===== config.mk =====
export PLATFORM = sky130hd
export DESIGN_NAME = rle_pixel_run_to_rect_fill_core_flat
export DESIGN_NICKNAME = d
export VERILOG_FILES = /design/src/rtl/rlerf_pkg.sv /design/src/rtl/rlerf_if.sv /design/src/rtl/rle_pixel_run_to_rect_fill_core.sv /design/src/flat_wrapper.sv
export SDC_FILE = /design/constraint.sdc
export NUM_CORES = 1
export LEC_CHECK = 0
export ABC_AREA = 1
export BUFFER_PORTS_ARGS = -buffer_cell sky130_fd_sc_hd__buf_2
export CAP_MARGIN = 10
export CORE_MARGIN = 4
export CORE_UTILIZATION = 35
export DETAILED_ROUTE_END_ITERATION = 8
export PLACE_DENSITY = 0.54
export REMOVE_ABC_BUFFERS = 1
export SLEW_MARGIN = 20
export SYNTH_ARGS = -nofsm -noshare
export SYNTH_HDL_FRONTEND = slang
export SYNTH_SLANG_ARGS = --single-unit

===== constraint.sdc =====
create_clock -name clk -period 4.25 [get_ports clk]
set_input_delay 0 -clock clk [delete_from_list [all_inputs] [get_ports clk]]
set_output_delay 0 -clock clk [all_outputs]
set_load 0.005 [all_outputs]

===== src/rtl/rlerf_pkg.sv =====
// shared types and constants of the run-length to rectangle fill core
// no dependencies
package rlerf_pkg;

	localparam int unsigned FIELD_W = 16;
	localparam int unsigned TOTAL_W = 32;
	localparam int unsigned LW_W    = 11;
	localparam int unsigned OFS_W   = 10;
	localparam int unsigned CFG_IDX_W = 2;

	localparam logic [LW_W-1:0] LINE_WIDTH_RESET = 11'd480;

	typedef enum logic [CFG_IDX_W-1:0] {
		REG_LINE_WIDTH = 2'd0,
		REG_X_OFFSET   = 2'd1,
		REG_Y_OFFSET   = 2'd2
	} cfg_reg_t;

	typedef enum logic [1:0] {
		ST_IDLE,
		ST_DIV,
		ST_FIN,
		ST_EMIT
	} state_t;

	// how many rectangles a run produces
	typedef enum logic [1:0] {
		FILL_ONE,
		FILL_TWO,
		FILL_THREE
	} fill_kind_t;

	typedef struct packed {
		logic [FIELD_W-1:0] x_start;
		logic [FIELD_W-1:0] y_start;
		logic [FIELD_W-1:0] x_end;
		logic [FIELD_W-1:0] y_end;
		logic [FIELD_W-1:0] color;
		logic               last;
	} rect_t;

endpackage


===== src/rtl/rlerf_if.sv =====
// valid/ready channels for run records and fill rectangles
// depends on rlerf_pkg
interface rlerf_run_if;
	logic                          valid;
	logic                          ready;
	logic                          start_of_image;
	logic [rlerf_pkg::FIELD_W-1:0] run_color;
	logic [rlerf_pkg::FIELD_W-1:0] run_length;

	modport source (output valid, start_of_image, run_color, run_length, input ready);
	modport sink (input valid, start_of_image, run_color, run_length, output ready);
endinterface

interface rlerf_rect_if;
	logic                          valid;
	logic                          ready;
	logic [rlerf_pkg::FIELD_W-1:0] rect_x_start;
	logic [rlerf_pkg::FIELD_W-1:0] rect_y_start;
	logic [rlerf_pkg::FIELD_W-1:0] rect_x_end;
	logic [rlerf_pkg::FIELD_W-1:0] rect_y_end;
	logic [rlerf_pkg::FIELD_W-1:0] fill_color;
	logic                          last_fill;

	modport source (output valid, rect_x_start, rect_y_start, rect_x_end, rect_y_end,
		fill_color, last_fill, input ready);
	modport sink (input valid, rect_x_start, rect_y_start, rect_x_end, rect_y_end,
		fill_color, last_fill, output ready);
endinterface


===== src/rtl/rle_pixel_run_to_rect_fill_core.sv =====
// run-length record to rectangle fill converter, top level
// depends on rlerf_pkg and the channel interfaces in rlerf_if.sv
//
// Each run record is added into the 32-bit pixel total as the record is taken.
// Then comes a bit-serial restoring divide of the total by the line width, one
// quotient bit per cycle, a step to add the offsets and the load of the first
// rectangle into the output register. Each further rectangle is loaded as soon
// as the output register is empty or its rectangle is taken. A new record is
// taken once the last rectangle of the previous one sits in the output register,
// even if it has not been taken yet. Register writes are allowed only between
// records; line_width 0 acts as 1 and values above MAX_LINE_WIDTH act as
// MAX_LINE_WIDTH.
module rle_pixel_run_to_rect_fill_core #(
	parameter int unsigned MAX_LINE_WIDTH = 1024
) (
	input  logic                            clk,
	input  logic                            arst_n,
	input  logic                            cfg_write,
	input  logic [rlerf_pkg::CFG_IDX_W-1:0] cfg_index,
	input  logic [rlerf_pkg::LW_W-1:0]      cfg_data,
	rlerf_run_if.sink                       runs,
	rlerf_rect_if.source                    rects
);

	localparam int unsigned WW = $clog2(MAX_LINE_WIDTH + 1);
	localparam int unsigned FW = rlerf_pkg::FIELD_W;
	localparam int unsigned TW = rlerf_pkg::TOTAL_W;
	localparam logic [4:0] LAST_STEP = 5'(TW - 1);

	// configuration
	logic [rlerf_pkg::LW_W-1:0]  line_width_q;
	logic [rlerf_pkg::OFS_W-1:0] x_offset_q;
	logic [rlerf_pkg::OFS_W-1:0] y_offset_q;

	// run state
	logic [TW-1:0] pixel_total_q;
	logic [FW-1:0] prev_column_q;
	logic [FW-1:0] prev_row_q;
	logic [FW-1:0] color_q;

	// divider
	logic [WW-1:0] w_q;
	logic [WW-1:0] w_eff;
	logic [TW-1:0] dvd_q;
	logic [WW-1:0] rem_q;
	logic [4:0]    step_q;
	logic [WW:0]   trial;
	logic          q_bit;

	// end point and emission
	logic [FW-1:0] col_q;
	logic [FW-1:0] row_q;
	logic [1:0]    idx_q;
	logic [FW-1:0] row_edge;
	logic [FW-1:0] x_ofs16;
	logic [TW-1:0] total_next;
	rlerf_pkg::fill_kind_t kind;
	rlerf_pkg::rect_t      rect_d;
	rlerf_pkg::rect_t      rect_q;
	logic                  out_valid_q;

	rlerf_pkg::state_t state_q, state_d;
	logic accept;
	logic load_out;
	logic div_done;

	// configuration port
	always_ff @(posedge clk or negedge arst_n) begin
		if (!arst_n) begin
			line_width_q <= rlerf_pkg::LINE_WIDTH_RESET;
			x_offset_q   <= '0;
			y_offset_q   <= '0;
		end else if (cfg_write) begin
			unique case (rlerf_pkg::cfg_reg_t'(cfg_index))
				rlerf_pkg::REG_LINE_WIDTH: line_width_q <= cfg_data;
				rlerf_pkg::REG_X_OFFSET:   x_offset_q <= cfg_data[rlerf_pkg::OFS_W-1:0];
				rlerf_pkg::REG_Y_OFFSET:   y_offset_q <= cfg_data[rlerf_pkg::OFS_W-1:0];
				default: ;
			endcase
		end
	end

	always_comb begin
		if (line_width_q == '0)
			w_eff = WW'(1);
		else if (32'(line_width_q) > 32'(MAX_LINE_WIDTH))
			w_eff = WW'(MAX_LINE_WIDTH);
		else
			w_eff = WW'(line_width_q);
	end

	assign x_ofs16    = FW'(x_offset_q);
	assign row_edge   = FW'(w_q) - FW'(1) + x_ofs16;
	assign total_next = (runs.start_of_image ? '0 : pixel_total_q) + TW'(runs.run_length);

	// one restoring divide step per cycle
	assign trial    = {rem_q, dvd_q[TW-1]};
	assign q_bit    = (trial >= {1'b0, w_q});
	assign div_done = (step_q == LAST_STEP);

	// fill count from the end row against the previous row
	always_comb begin
		if (row_q > prev_row_q) begin
			if ({1'b0, row_q} > ({1'b0, prev_row_q} + 17'd1))
				kind = rlerf_pkg::FILL_THREE;
			else
				kind = rlerf_pkg::FILL_TWO;
		end else begin
			kind = rlerf_pkg::FILL_ONE;
		end
	end

	always_comb begin
		rect_d.color = color_q;
		unique case (kind)
			rlerf_pkg::FILL_ONE: begin
				rect_d.x_start = prev_column_q;
				rect_d.y_start = prev_row_q;
				rect_d.x_end   = col_q;
				rect_d.y_end   = row_q;
				rect_d.last    = 1'b1;
			end
			rlerf_pkg::FILL_TWO: begin
				if (idx_q == 2'd0) begin
					rect_d.x_start = prev_column_q;
					rect_d.y_start = prev_row_q;
					rect_d.x_end   = row_edge;
					rect_d.y_end   = row_q - FW'(1);
					rect_d.last    = 1'b0;
				end else begin
					rect_d.x_start = x_ofs16;
					rect_d.y_start = row_q;
					rect_d.x_end   = col_q;
					rect_d.y_end   = row_q;
					rect_d.last    = 1'b1;
				end
			end
			default: begin
				priority case (idx_q)
					2'd0: begin
						rect_d.x_start = prev_column_q;
						rect_d.y_start = prev_row_q;
						rect_d.x_end   = row_edge;
						rect_d.y_end   = prev_row_q;
						rect_d.last    = 1'b0;
					end
					2'd1: begin
						// full middle rows
						rect_d.x_start = x_ofs16;
						rect_d.y_start = prev_row_q + FW'(1);
						rect_d.x_end   = row_edge;
						rect_d.y_end   = row_q - FW'(1);
						rect_d.last    = 1'b0;
					end
					default: begin
						rect_d.x_start = x_ofs16;
						rect_d.y_start = row_q;
						rect_d.x_end   = col_q;
						rect_d.y_end   = row_q;
						rect_d.last    = 1'b1;
					end
				endcase
			end
		endcase
	end

	// control
	always_ff @(posedge clk or negedge arst_n) begin
		if (!arst_n)
			state_q <= rlerf_pkg::ST_IDLE;
		else
			state_q <= state_d;
	end

	always_comb begin
		state_d    = state_q;
		runs.ready = 1'b0;
		load_out   = 1'b0;
		unique case (state_q)
			rlerf_pkg::ST_IDLE: begin
				runs.ready = 1'b1;
				if (runs.valid)
					state_d = rlerf_pkg::ST_DIV;
			end
			rlerf_pkg::ST_DIV: begin
				if (div_done)
					state_d = rlerf_pkg::ST_FIN;
			end
			rlerf_pkg::ST_FIN: begin
				state_d = rlerf_pkg::ST_EMIT;
			end
			rlerf_pkg::ST_EMIT: begin
				load_out = !out_valid_q || rects.ready;
				if (load_out && rect_d.last)
					state_d = rlerf_pkg::ST_IDLE;
			end
			default: state_d = rlerf_pkg::ST_IDLE;
		endcase
	end

	assign accept = runs.valid && runs.ready;

	// run state and position
	always_ff @(posedge clk or negedge arst_n) begin
		if (!arst_n) begin
			pixel_total_q <= '0;
			prev_column_q <= '0;
			prev_row_q    <= '0;
			step_q        <= '0;
			idx_q         <= '0;
		end else begin
			if (accept) begin
				pixel_total_q <= total_next;
				step_q        <= '0;
				idx_q         <= '0;
				if (runs.start_of_image) begin
					prev_column_q <= x_ofs16;
					prev_row_q    <= FW'(y_offset_q);
				end
			end
			if (state_q == rlerf_pkg::ST_DIV)
				step_q <= step_q + 5'd1;
			if (load_out) begin
				idx_q <= idx_q + 2'd1;
				if (rect_d.last) begin
					prev_column_q <= col_q;
					prev_row_q    <= row_q;
				end
			end
		end
	end

	// datapath registers
	always_ff @(posedge clk) begin
		if (accept) begin
			dvd_q   <= total_next;
			rem_q   <= '0;
			w_q     <= w_eff;
			color_q <= runs.run_color;
		end else if (state_q == rlerf_pkg::ST_DIV) begin
			dvd_q <= {dvd_q[TW-2:0], q_bit};
			rem_q <= q_bit ? WW'(trial - {1'b0, w_q}) : trial[WW-1:0];
		end
		if (state_q == rlerf_pkg::ST_FIN) begin
			col_q <= FW'(rem_q) + x_ofs16;
			row_q <= dvd_q[FW-1:0] + FW'(y_offset_q);
		end
		if (load_out)
			rect_q <= rect_d;
	end

	// output register
	always_ff @(posedge clk or negedge arst_n) begin
		if (!arst_n)
			out_valid_q <= 1'b0;
		else if (load_out)
			out_valid_q <= 1'b1;
		else if (rects.ready)
			out_valid_q <= 1'b0;
	end

	assign rects.valid        = out_valid_q;
	assign rects.rect_x_start = rect_q.x_start;
	assign rects.rect_y_start = rect_q.y_start;
	assign rects.rect_x_end   = rect_q.x_end;
	assign rects.rect_y_end   = rect_q.y_end;
	assign rects.fill_color   = rect_q.color;
	assign rects.last_fill    = rect_q.last;

endmodule


===== src/flat_wrapper.sv =====
// flat-port wrapper written by rule: the top's interface ports become plain ports
module rle_pixel_run_to_rect_fill_core_flat 
#(
	parameter int unsigned MAX_LINE_WIDTH = 1024
)
  (clk, arst_n, cfg_write, cfg_index, cfg_data, runs_valid, runs_start_of_image, runs_run_color, runs_run_length, runs_ready, rects_valid, rects_rect_x_start, rects_rect_y_start, rects_rect_x_end, rects_rect_y_end, rects_fill_color, rects_last_fill, rects_ready);
  rlerf_run_if runs_i ();
  rlerf_rect_if rects_i ();
  input  logic clk;
  input  logic arst_n;
  input  logic cfg_write;
  input  logic [rlerf_pkg::CFG_IDX_W-1:0] cfg_index;
  input  logic [rlerf_pkg::LW_W-1:0] cfg_data;
  input wire logic [$bits(runs_i.valid)-1:0] runs_valid;
  input wire logic [$bits(runs_i.start_of_image)-1:0] runs_start_of_image;
  input wire logic [$bits(runs_i.run_color)-1:0] runs_run_color;
  input wire logic [$bits(runs_i.run_length)-1:0] runs_run_length;
  output wire logic [$bits(runs_i.ready)-1:0] runs_ready;
  output wire logic [$bits(rects_i.valid)-1:0] rects_valid;
  output wire logic [$bits(rects_i.rect_x_start)-1:0] rects_rect_x_start;
  output wire logic [$bits(rects_i.rect_y_start)-1:0] rects_rect_y_start;
  output wire logic [$bits(rects_i.rect_x_end)-1:0] rects_rect_x_end;
  output wire logic [$bits(rects_i.rect_y_end)-1:0] rects_rect_y_end;
  output wire logic [$bits(rects_i.fill_color)-1:0] rects_fill_color;
  output wire logic [$bits(rects_i.last_fill)-1:0] rects_last_fill;
  input wire logic [$bits(rects_i.ready)-1:0] rects_ready;
  assign runs_i.valid = runs_valid;
  assign runs_i.start_of_image = runs_start_of_image;
  assign runs_i.run_color = runs_run_color;
  assign runs_i.run_length = runs_run_length;
  assign runs_ready = runs_i.ready;
  assign rects_valid = rects_i.valid;
  assign rects_rect_x_start = rects_i.rect_x_start;
  assign rects_rect_y_start = rects_i.rect_y_start;
  assign rects_rect_x_end = rects_i.rect_x_end;
  assign rects_rect_y_end = rects_i.rect_y_end;
  assign rects_fill_color = rects_i.fill_color;
  assign rects_last_fill = rects_i.last_fill;
  assign rects_i.ready = rects_ready;
  rle_pixel_run_to_rect_fill_core #(.MAX_LINE_WIDTH(MAX_LINE_WIDTH)) u_core (.clk(clk), .arst_n(arst_n), .cfg_write(cfg_write), .cfg_index(cfg_index), .cfg_data(cfg_data), .runs(runs_i), .rects(rects_i));
endmodule

# == After elaboration in Yosys (flattened, before gate mapping) ==
# Index checks and enable logic that the tools add are counted.
# totals
ff_bits,288
wordCells,100
# op_classes
add_sub_neg,11
reduce_logical,18
eq_ne,11
n_mux,33
magnitude_cmp,4
# op_table
operator,count
64-bit one-hot mux with 2 select lines,2
16-bit 2-to-1 mux,8
32-bit 2-to-1 mux,3
64-bit 2-to-1 mux,1
16-bit by 10-bit adder with 16-bit output,2
32-bit by 16-bit adder with 32-bit output,1
11-bit 2-to-1 mux,2
16-bit by 1-bit adder with 17-bit output (second input constant),1
16-bit by 17-bit greater-than comparator with 1-bit output,1
16-bit by 1-bit adder with 16-bit output (second input constant),1
16-bit greater-than comparator,1
16-bit by 1-bit subtractor with 16-bit output (second input constant),1
2-bit 2-to-1 mux,7
11-bit by 10-bit adder with 12-bit output,1
12-bit by 11-bit >= comparator with 1-bit output,1
11-bit by 1-bit subtractor with 12-bit output (second input constant),1
11-bit greater-than comparator (second input constant),1
11-bit logical NOT,1
11-bit subtractor,1
5-bit 2-to-1 mux,2
2-bit by 1-bit == test with 1-bit output (second input constant),4
2-bit logical NOT,4
2-bit one-hot mux with 4 select lines,1
2-bit == test (second input constant),3
14 further kinds,26

# == Longest topological paths before layout ==
# Gate-level depths: netlist of the first run.
# depth
depth_word,9
mapped_depth,24

# == Worst setup path after synthesis of the first run ==
# No wires, ideal clock.
# synth_timing
path_type,register -> register
start,reg u_core.state_q[0]
end,"reg u_core.rect_q (netlist bit u_core.rects.fill_color[0]), enable pin"
path_slack_ns,1.210
required_ns,3.814
stages_incl_launch_ff,5
path_buffers,1
arrival_ns,2.604
period_less_slack_ns,3.040
cell_sequence,dfrtp_1 ha_1 clkbuf_1 nand2_1 inv_1
# synth_between
elab_chain_cells,2
# synth_rtl
item,line_no,rtl
start: declaration,rle_pixel_run_to_rect_fill_core.sv:62,"rlerf_pkg::state_t state_q, state_d;"
start signal: assignment,rle_pixel_run_to_rect_fill_core.sv:170,state_q <= rlerf_pkg::ST_IDLE;
start signal: assignment,rle_pixel_run_to_rect_fill_core.sv:172,state_q <= state_d;
2-bit == test,rle_pixel_run_to_rect_fill_core.sv:179,unique case (state_q)
1-bit 2-to-1 mux,rle_pixel_run_to_rect_fill_core.sv:179,
named net u_core.load_out,rle_pixel_run_to_rect_fill_core.sv:64,logic load_out;
end signal: assignment,rle_pixel_run_to_rect_fill_core.sv:249,rect_q <= rect_d;
end: declaration,rle_pixel_run_to_rect_fill_core.sv:59,rlerf_pkg::rect_t rect_q;
# The timed path passes the listed nets, and every way through them passes these cells.
# A chain may end at the register's enable or synchronous reset.

==> summary.txt, run 1 <==
Status
  • Result of the run: complete, no violations

Global routing
  • Number of global-route vias before repair: 13680
  • First-pass GRT wire length: ~75 mm
  • GRT Residual Overflow: 0
  • Largest net degree at the start of global routing: between 60 and 70
  • Antenna violations before repair: 0
  • Global routing usage summed across all routing layers: 18.40%

Yosys
  • Largest cells by area after synthesis: edfxtp_1 30%, dfrtp_1 15%, nand2_1 11%, ha_1 7.5%, o21ai_0 5.1%
  • Cell area after technology mapping: roughly 17000 sq um
  • Cell taking the most area after synthesis: edfxtp_1
  • Mean area per synthesized cell: 8.515 sq um
  • Area share of the largest cell type after synthesis: about 30%
  • Yosys warning total: 0
  • Unique masters post-synth: a little under 60
  • Number of register bits inferred by synthesis: about 280
  • Sequential fraction of the synthesis area: a little under half
  • Number of instances in the synthesized netlist: a little under 2000
  • Post-synth ARST share: 36.97%
  • Commonest register cell after synthesis: edfxtp_1
  • Number of synthesized flops with an enable pin: around 170

Timing
  • Worst setup slack after layout: roughly 400 ps
  • Worst slew margin relative to its limit: 41.95%
  • Part of the cycle the worst path needs: approximately 90%
  • Worst Tran Pin Value: between 800 and 900 ps
  • Number of hold violations in the final report: 0
  • Final critical-path required period: between 3000 and 4000 ps
  • Final number of setup-violating endpoints: 0
  • Peak Freq: roughly 260 MHz
  • Pins Over Slew Limit: 0
  • Min Hold Slack: 28.97 ps
  • Post-Route Skew: 20.86 ps

Detailed routing
  • Initial DRT Pass Iterations: 5
  • Number of nets still failing antenna checks after routing: 0
  • Total routed wire length on the met1 layer: 22.56 mm
  • Total via count in the routed design: 13980
  • Starting DRC count in detailed routing: roughly 1000
  • Routed wl met3: 2.757 mm
  • Vias per Instance: about 5.0
  • Length of routed met2 wiring: approximately 21 mm
  • Detailed-route wire length per cell: 17.05 um
  • Highest routed metal layer: met4
  • Post-route DRC violation count: 0
  • Wirelength, routed: 47.42 mm

Critical path
  • Worst Setup End Kind: flip-flop
  • Most repeated library cell on the critical path: nand2_1
  • FF-to-FF setup slack: between 400 and 500 ps
  • Cell-by-cell trace of the critical path: inv_1 -> nor3_2 -> nand2_1 -> nor2_1 -> nand3_1 -> o21ai_0 -> o21ai_0 -> ha_1 -> nand2_1 -> nor2_1 -> inv_1 -> nor2_1 -> nand2_1 -> nand2_1 -> nand2_1 -> nand2_2 -> nand2_4 -> nand2_1 -> clkinvlp_4 -> nand3_1 -> o211ai_1
  • CP Launch Type: flip-flop
  • Largest stage delay on the critical path: 410 ps
  • Largest delay share family, worst path: simple AND/OR/NAND/NOR gates
  • Start of the worst register-to-register path: u_core.prev_row_q[1]
  • End of the worst register-to-register path: u_core.rects.rect_y_end[13]
  • Arrival time of the worst setup path: around 4100 ps
  • Buf+Inv Stages, Crit Path: 3
  • Largest fanout on the critical path: 10
  • Worst Reg2Reg Path Length in Cells: 21
  • Worst endpoint required time: between 4000 and 5000 ps
  • Slowest stage cell, crit path: dfrtp_1
  • Path type of the worst setup path: flip-flop to flip-flop

Floorplan
  • Floorplan die area: ~52000 sq um
  • Core footprint: ~48000 sq um
  • Number of placement rows: 80
  • Starting Density: a little over a third
  • Chip Height: between 200 and 250 um
  • Horizontal die dimension: 227.0 um
  • Top Ports: between 100 and 150

Hold path
  • Hold-critical path depth: 4
  • Startpoint of the lowest-slack hold path: runs_run_length[14]
  • Hold-critical path endpoint: u_core.pixel_total_q[14]
  • Worst Hold Class: input port to flip-flop

Clock tree
  • Later-pin clock latency in the skew report: between 500 and 600 ps
  • Number of CTS-inserted buffers: 36
  • Root buffer cell: clkbuf_16
  • Maximum count of clock buffers along a single path: 3
  • Level count of the clock H-tree: 2
  • Clock-pin transition on the worst setup and hold timing paths: 60 ps
  • Clock tree from TritonCTS: yes
  • Number of sinks driven by the clock tree: between 200 and 300

Finish
  • Number of nets in the final layout: 2294
  • Share of final-layout standard cells stronger than drive strength 1: 12.74%
  • Area added between synthesis and finish: 17.23%
  • Number of fill cells: ~4700
  • Most common cell after layout, fill and taps aside: nand2_1
  • Commonest cells after routing, fill and taps aside: 484 x nand2_1, 220 x inv_1, 170 x o21ai_0
  • Count of antenna diodes in the layout: 0

Pwr
  • Static power due to leakage: 8.954 nW
  • Power Density: approximately 800 nW/um^2
  • Largest voltage drop on the vdd net: roughly 0.35 mV

Placed design
  • Worst setup timing slack at the placement stage: roughly 380 ps
  • Post-detail-place hpwl: 34.27 mm
  • Weighted congestion reported at the end of routability-driven placement: 0.9033
  • Number of buffers inserted by port buffering: around 130

Run
  • Reported max-cap violation count: 0
-- worst reg2reg max path: stages, from the launching register on --
cell	delay, ps
dfrtp_1	410
inv_1	110
nor3_2	250
nand2_1	80
nor2_1	210
nand3_1	190
o21ai_0	170
o21ai_0	160
ha_1	310
nand2_1	60
nor2_1	150
inv_1	60
nor2_1	160
nand2_1	80
nand2_1	60
nand2_1	50
nand2_2	110
nand2_4	80
nand2_1	220
clkinvlp_4	410
nand3_1	170
o211ai_1	100
-- metrics by stage --
| stage | area (sq um) | instances | TNS, ps | utilization, % | total power [mW] |
|---|---|---|---|---|---|
| floorplan | 16500 | 1910 | 0 | - | 10.02 |
| global placement | 18120 | 2680 | 0 | 38.12 | 12.45 |
| detailed placement | 18120 | 2680 | 0 | 38.12 | 12.56 |
| CTS | 19660 | 2778 | 0 | 41.35 | 15.82 |
| global route | 19690 | 2781 | -7.058 | 41.40 | 17.15 |
| finish | 19690 | 2781 | 0 | 41.40 | 15.78 |
-- logic make-up (layout without fill, tap and decap cells) --
| group | Yosys count | in the layout | share of synthesized area [%] |
|---|---|---|---|
| xor gates and xnor gates | 74 | 74 | 3.860 |
| and+or+nand+nor | 830 | 830 | 20.74 |
| DFF | 284 | 284 | 47.03 |
| buffers and inverters | 289 | 483 | 6.803 |
| muxes | 1 | 1 | 0.06705 |
| AOI/OAI and AO/OA | 389 | 389 | 13.46 |
| adders and majority gates | 105 | 105 | 8.047 |
-- state kept, by name (all words and copies together) (netlist names) --
| register | cells |
|---|---|
| u_core.dvd_q | 32 |
| u_core.pixel_total_q | 32 |
| u_core.color_q | 16 |
| u_core.prev_column_q | 16 |
| u_core.prev_row_q | 16 |
| u_core.rects.fill_color | 16 |
| u_core.rects.rect_x_end | 16 |
| u_core.rects.rect_x_start | 16 |
| u_core.rects.rect_y_end | 16 |
| u_core.rects.rect_y_start | 16 |
| u_core.row_q | 16 |
| u_core.col_q | 12 |
| u_core.line_width_q | 11 |
| u_core.rem_q | 11 |
| u_core.w_q | 11 |
| u_core.x_offset_q | 10 |
| u_core.y_offset_q | 10 |
| u_core.step_q | 5 |
| u_core.idx_q | 2 |
| u_core.state_q | 2 |
| u_core.rects.last_fill | 1 |
| u_core.rects.valid | 1 |
-- report_power, final --
part           switching, mW  internal (mW)  leakage, nW  total (mW)
Sequential             0.726           4.45         3.01        5.18
Clock                   1.24           1.90        0.605        3.14
Combinational           4.90           2.56         5.34        7.47
Total                   6.87           8.91         8.95        15.8
-- cells in the mapped netlist (all sizes together) (3+ instances only) --
| master | count |
|---|---|
| nor2 | 171 |
| a21oi | 107 |
| and3 | 6 |
| a31oi | 7 |
| o211ai | 29 |
| o22ai | 3 |
| o21ai | 194 |
| nand4 | 21 |
| nand3 | 95 |
| nor4 | 5 |
| dfrtp | 101 |
| xnor2 | 22 |
| dfstp | 4 |
| buf | 24 |
| dfxtp | 11 |
| ha | 100 |
| nand3b | 7 |
| xor2 | 52 |
| o31ai | 12 |
| a21o | 9 |
| o221ai | 11 |
| edfxtp | 168 |
| nor3 | 24 |
| nand2 | 489 |
| clkbuf | 38 |
| a211oi | 3 |
| fa | 5 |
| inv | 227 |
| a211o | 3 |
| or2 | 8 |
-- final cells by class --
type                    count  area, sq um  share of cell area (%)
clock buffers              46         1031                   5.237
inverters                 227        857.1                   4.354
multi-input cells        1399         7757                   39.41
repair inverters            1        7.507                 0.03814
flip-flops and latches    284         7898                   40.12
repair buffers            189         1181                   6.000
clock inverters            20        183.9                  0.9343
well taps                 615        769.5                   3.909
-- metal layers --
layer	up-vias	track usage [%]
met5	-	0
met4	0	5.270
met3	89	3.417
met2	359	28.71
met1	6553	26.37
li1	6979	-
-- how the worst max path moves through the flow --
stage                         startpoint                     endpoint  slack (ps)  depth (start not counted)
global placement    u_core.prev_row_q[1]  u_core.rects.rect_y_end[14]         550                         19
global route        u_core.prev_row_q[1]  u_core.rects.rect_y_end[13]          -6                         21
floorplan              u_core.state_q[0]              u_core.dvd_q[0]         390                          6
CTS                 u_core.prev_row_q[0]  u_core.rects.rect_y_end[12]         370                         19
finish              u_core.prev_row_q[1]  u_core.rects.rect_y_end[13]         400                         21
detailed placement  u_core.prev_row_q[2]  u_core.rects.rect_y_end[12]         380                         19
-- repair_timing --
action | in CTS | in global routing
endpoints found under the setup margin | 0 | 8
setup buffers | 0 | 2
hold buffers | 32 | 0
gates resized for setup | 0 | 2
hold endpoints to repair | 155 | 0
No activity file was read; power rests on OpenSTA's default activity.
==> inputs of run 2 (changes only) <==
--- a/config.mk
+++ b/config.mk
@@ -8,10 +8,12 @@
 export ABC_AREA = 1
 export BUFFER_PORTS_ARGS = -buffer_cell sky130_fd_sc_hd__buf_2
 export CAP_MARGIN = 10
+export CELL_PAD_IN_SITES_DETAIL_PLACEMENT = 1
+export CELL_PAD_IN_SITES_GLOBAL_PLACEMENT = 2
 export CORE_MARGIN = 4
-export CORE_UTILIZATION = 35
+export CORE_UTILIZATION = 37
 export DETAILED_ROUTE_END_ITERATION = 8
-export PLACE_DENSITY = 0.54
+export PLACE_DENSITY = 0.83
 export REMOVE_ABC_BUFFERS = 1
 export SLEW_MARGIN = 20
 export SYNTH_ARGS = -nofsm -noshare
==> summary.txt, run 2 (synthesis results as in run 1) <==
Timing
  • Post-Route Skew: between 15 and 20 ps
  • Pins Over Slew Limit: 0
  • Part of the cycle the worst path needs: between 80% and 90%
  • Number of hold violations in the final report: 0
  • Worst Tran Pin Value: approximately 1000 ps
  • Final critical-path required period: ~3800 ps
  • TNS Setup: 0 ps
  • Final number of setup-violating endpoints: 0
  • Worst slew margin relative to its limit: between 30% and 40%
  • Min Hold Slack: 38.46 ps
  • Worst setup slack after layout: around 430 ps
  • Unrepaired setup endpoints after global routing: false
  • Peak Freq: around 260 MHz

Hold path
  • Worst Hold Class: input port to flip-flop
  • Hold-critical path depth: 4
  • Startpoint of the lowest-slack hold path: runs_run_length[11]
  • Hold-critical path endpoint: u_core.pixel_total_q[11]

Detailed routing
  • Initial DRT Pass Iterations: 5
  • Total via count in the routed design: between 10000 and 15000
  • Highest routed metal layer: met4
  • Starting DRC count in detailed routing: roughly 660
  • Length of routed met2 wiring: approximately 25 mm
  • Vias per Instance: between 5 and 6
  • Detailed-route wire length per cell: ~19 um
  • Routed wl met3: ~1.8 mm
  • Number of nets still failing antenna checks after routing: 0
  • Wirelength, routed: around 53 mm
  • Post-route DRC violation count: 0
  • Total routed wire length on the met1 layer: about 24 mm

Critical path
  • Start of the worst register-to-register path: u_core.prev_row_q[1]
  • FF-to-FF setup slack: about 430 ps
  • Largest delay share family, worst path: simple AND/OR/NAND/NOR gates
  • Buf+Inv Stages, Crit Path: 3
  • Worst Reg2Reg Path Length in Cells: 22
  • Most repeated library cell on the critical path: nand2_1
  • Largest stage delay on the critical path: 420 ps
  • Cell-by-cell trace of the critical path: inv_1 -> nor3_2 -> nand2_1 -> nor2_1 -> nand3_1 -> o21ai_0 -> o21ai_0 -> ha_1 -> nand2_1 -> nor2_1 -> inv_1 -> nor2_2 -> nand2_1 -> nand2_1 -> nand2_1 -> nand2_2 -> nand2_4 -> nand2_2 -> clkinvlp_4 -> nand2_1 -> a21oi_1 -> nand3b_1
  • Worst endpoint required time: 4540 ps
  • Worst Setup End Kind: flip-flop
  • Slowest stage cell, crit path: dfrtp_1
  • Path type of the worst setup path: flip-flop to flip-flop
  • CP Launch Type: flip-flop
  • Largest fanout on the critical path: 10
  • End of the worst register-to-register path: u_core.rects.rect_y_end[12]
  • Arrival time of the worst setup path: around 4100 ps

Global routing
  • Largest net degree at the start of global routing: 57
  • Antenna violations before repair: 0
  • Number of global-route vias before repair: ~15000
  • GRT Residual Overflow: 0
  • First-pass GRT wire length: ~84 mm
  • Global routing usage summed across all routing layers: a little over a fifth

Finish
  • Share of final-layout standard cells stronger than drive strength 1: about an eighth
  • Area added between synthesis and finish: 16.60%
  • Most common cell after layout, fill and taps aside: nand2_1
  • Number of nets in the final layout: around 2300
  • Flip-flop and latch area: 7898 sq um
  • Commonest cells after routing, fill and taps aside: 483 x nand2_1, 220 x inv_1, 170 x o21ai_0
  • Count of antenna diodes in the layout: 0
  • Number of fill cells: 5286
  • Largest registers ranked by flip-flop count: u_core.dvd_q: 32 flops, u_core.pixel_total_q: 32 flops
  • Multi-input gate area: approximately 7800 sq um

Placed design
  • Worst setup timing slack at the placement stage: approximately 230 ps
  • Number of buffers inserted by port buffering: approximately 130
  • Weighted congestion reported at the end of routability-driven placement: roughly 0.84
  • Post-detail-place hpwl: between 30 and 40 mm

Run
  • Reported max-cap violation count: 0

Pwr
  • Static power due to leakage: around 8.9 nW
  • Largest voltage drop on the vdd net: around 0.38 mV
  • Power Density: 809.9 nW/um^2
  • Pwr Total: between 15 and 20 mW

Floorplan
  • Starting Density: between 30% and 40%
  • Top Ports: 134
  • Floorplan die area: about 50000 sq um
  • Core footprint: between 40000 and 50000 sq um
  • Horizontal die dimension: 221.0 um
  • Chip Height: 221.0 um
  • Number of placement rows: slightly below 80

Clock tree
  • Root buffer cell: clkbuf_16
  • Level count of the clock H-tree: 2
  • Clock-pin transition on the worst setup and hold timing paths: 60 ps
  • Number of sinks driven by the clock tree: 284
  • Later-pin clock latency in the skew report: 550 ps
  • Number of CTS-inserted buffers: 36
  • Maximum count of clock buffers along a single path: 3
  • Clock tree from TritonCTS: yes

Status
  • Result of the run: complete, no violations
## run 2: cell types whose count changed in the layout (fill, tap and decap cells not counted), sizes merged
| cell | before | now |
|---|---|---|
| clkinv | 15 | 14 |
| clkinvlp | 3 | 4 |
| clkbuf | 46 | 48 |
| bufinv | 3 | 1 |
| buf | 157 | 156 |
| dlygate4sd3 | 32 | 31 |
## run 2: worst reg2reg max path, stage by stage, from the launching register on
cell,delay (ps)
dfrtp_1,420
inv_1,110
nor3_2,240
nand2_1,80
nor2_1,190
nand3_1,190
o21ai_0,170
o21ai_0,150
ha_1,300
nand2_1,60
nor2_1,150
inv_1,70
nor2_2,170
nand2_1,70
nand2_1,60
nand2_1,50
nand2_2,110
nand2_4,90
nand2_2,150
clkinvlp_4,330
nand2_1,190
a21oi_1,60
nand3b_1,170
## run 2: worst max path at each step
stage | from | slack, ps | cells after the start | end
after floorplan | u_core.state_q[0] | 390 | 6 | u_core.dvd_q[0]
after global placement | u_core.prev_row_q[1] | 410 | 19 | u_core.rects.rect_x_end[10]
after detailed placement | u_core.prev_row_q[1] | 230 | 19 | u_core.rects.rect_x_end[8]
after CTS | u_core.prev_row_q[1] | 210 | 19 | u_core.rects.rect_x_end[8]
after global routing | u_core.prev_row_q[1] | 20 | 22 | u_core.rects.rect_y_end[12]
final | u_core.prev_row_q[1] | 430 | 22 | u_core.rects.rect_y_end[12]
## run 2: timing repair
action,in CTS,in global routing
setup buffers,0,1
resized for setup,0,6
setup endpoints to repair,0,40
hold buffers,32,0
hold endpoints to repair,101,0
## run 2: final cells by class
type / instances / share of cell area [%]
clock buffer: 48 / 5.042
inverter: 227 / 4.377
tap: 592 / 3.783
timing repair buffer: 187 / 6.154
clock inverter: 18 / 0.6007
timing repair inverter: 1 / 0.03834
sequential: 284 / 40.33
multi-input combinational: 1399 / 39.67
## run 2: per-layer routing
layer	track usage, %	up-vias
met5	0	-
met4	5.899	0
met3	2.862	74
met2	35.95	249
met1	28.83	7057
li1	-	6972
## run 2: where the power goes
part           internal, mW  total (mW)  switching, mW
combinational          2.59        7.71           5.12
sequential             4.45        5.20          0.756
clock                  1.70        2.94           1.25
total                  8.74        15.9           7.12
## run 2: metrics by stage
step           instance area (sq um)  cells  util, %
2_1_floorplan                  16500   1910        -
3_3_place_gp                   18100   2656    40.66
3_5_place_dp                   18100   2656    40.66
4_1_cts                        19540   2754    43.89
5_1_grt                        19580   2756    43.99
6_report                       19580   2756    43.99
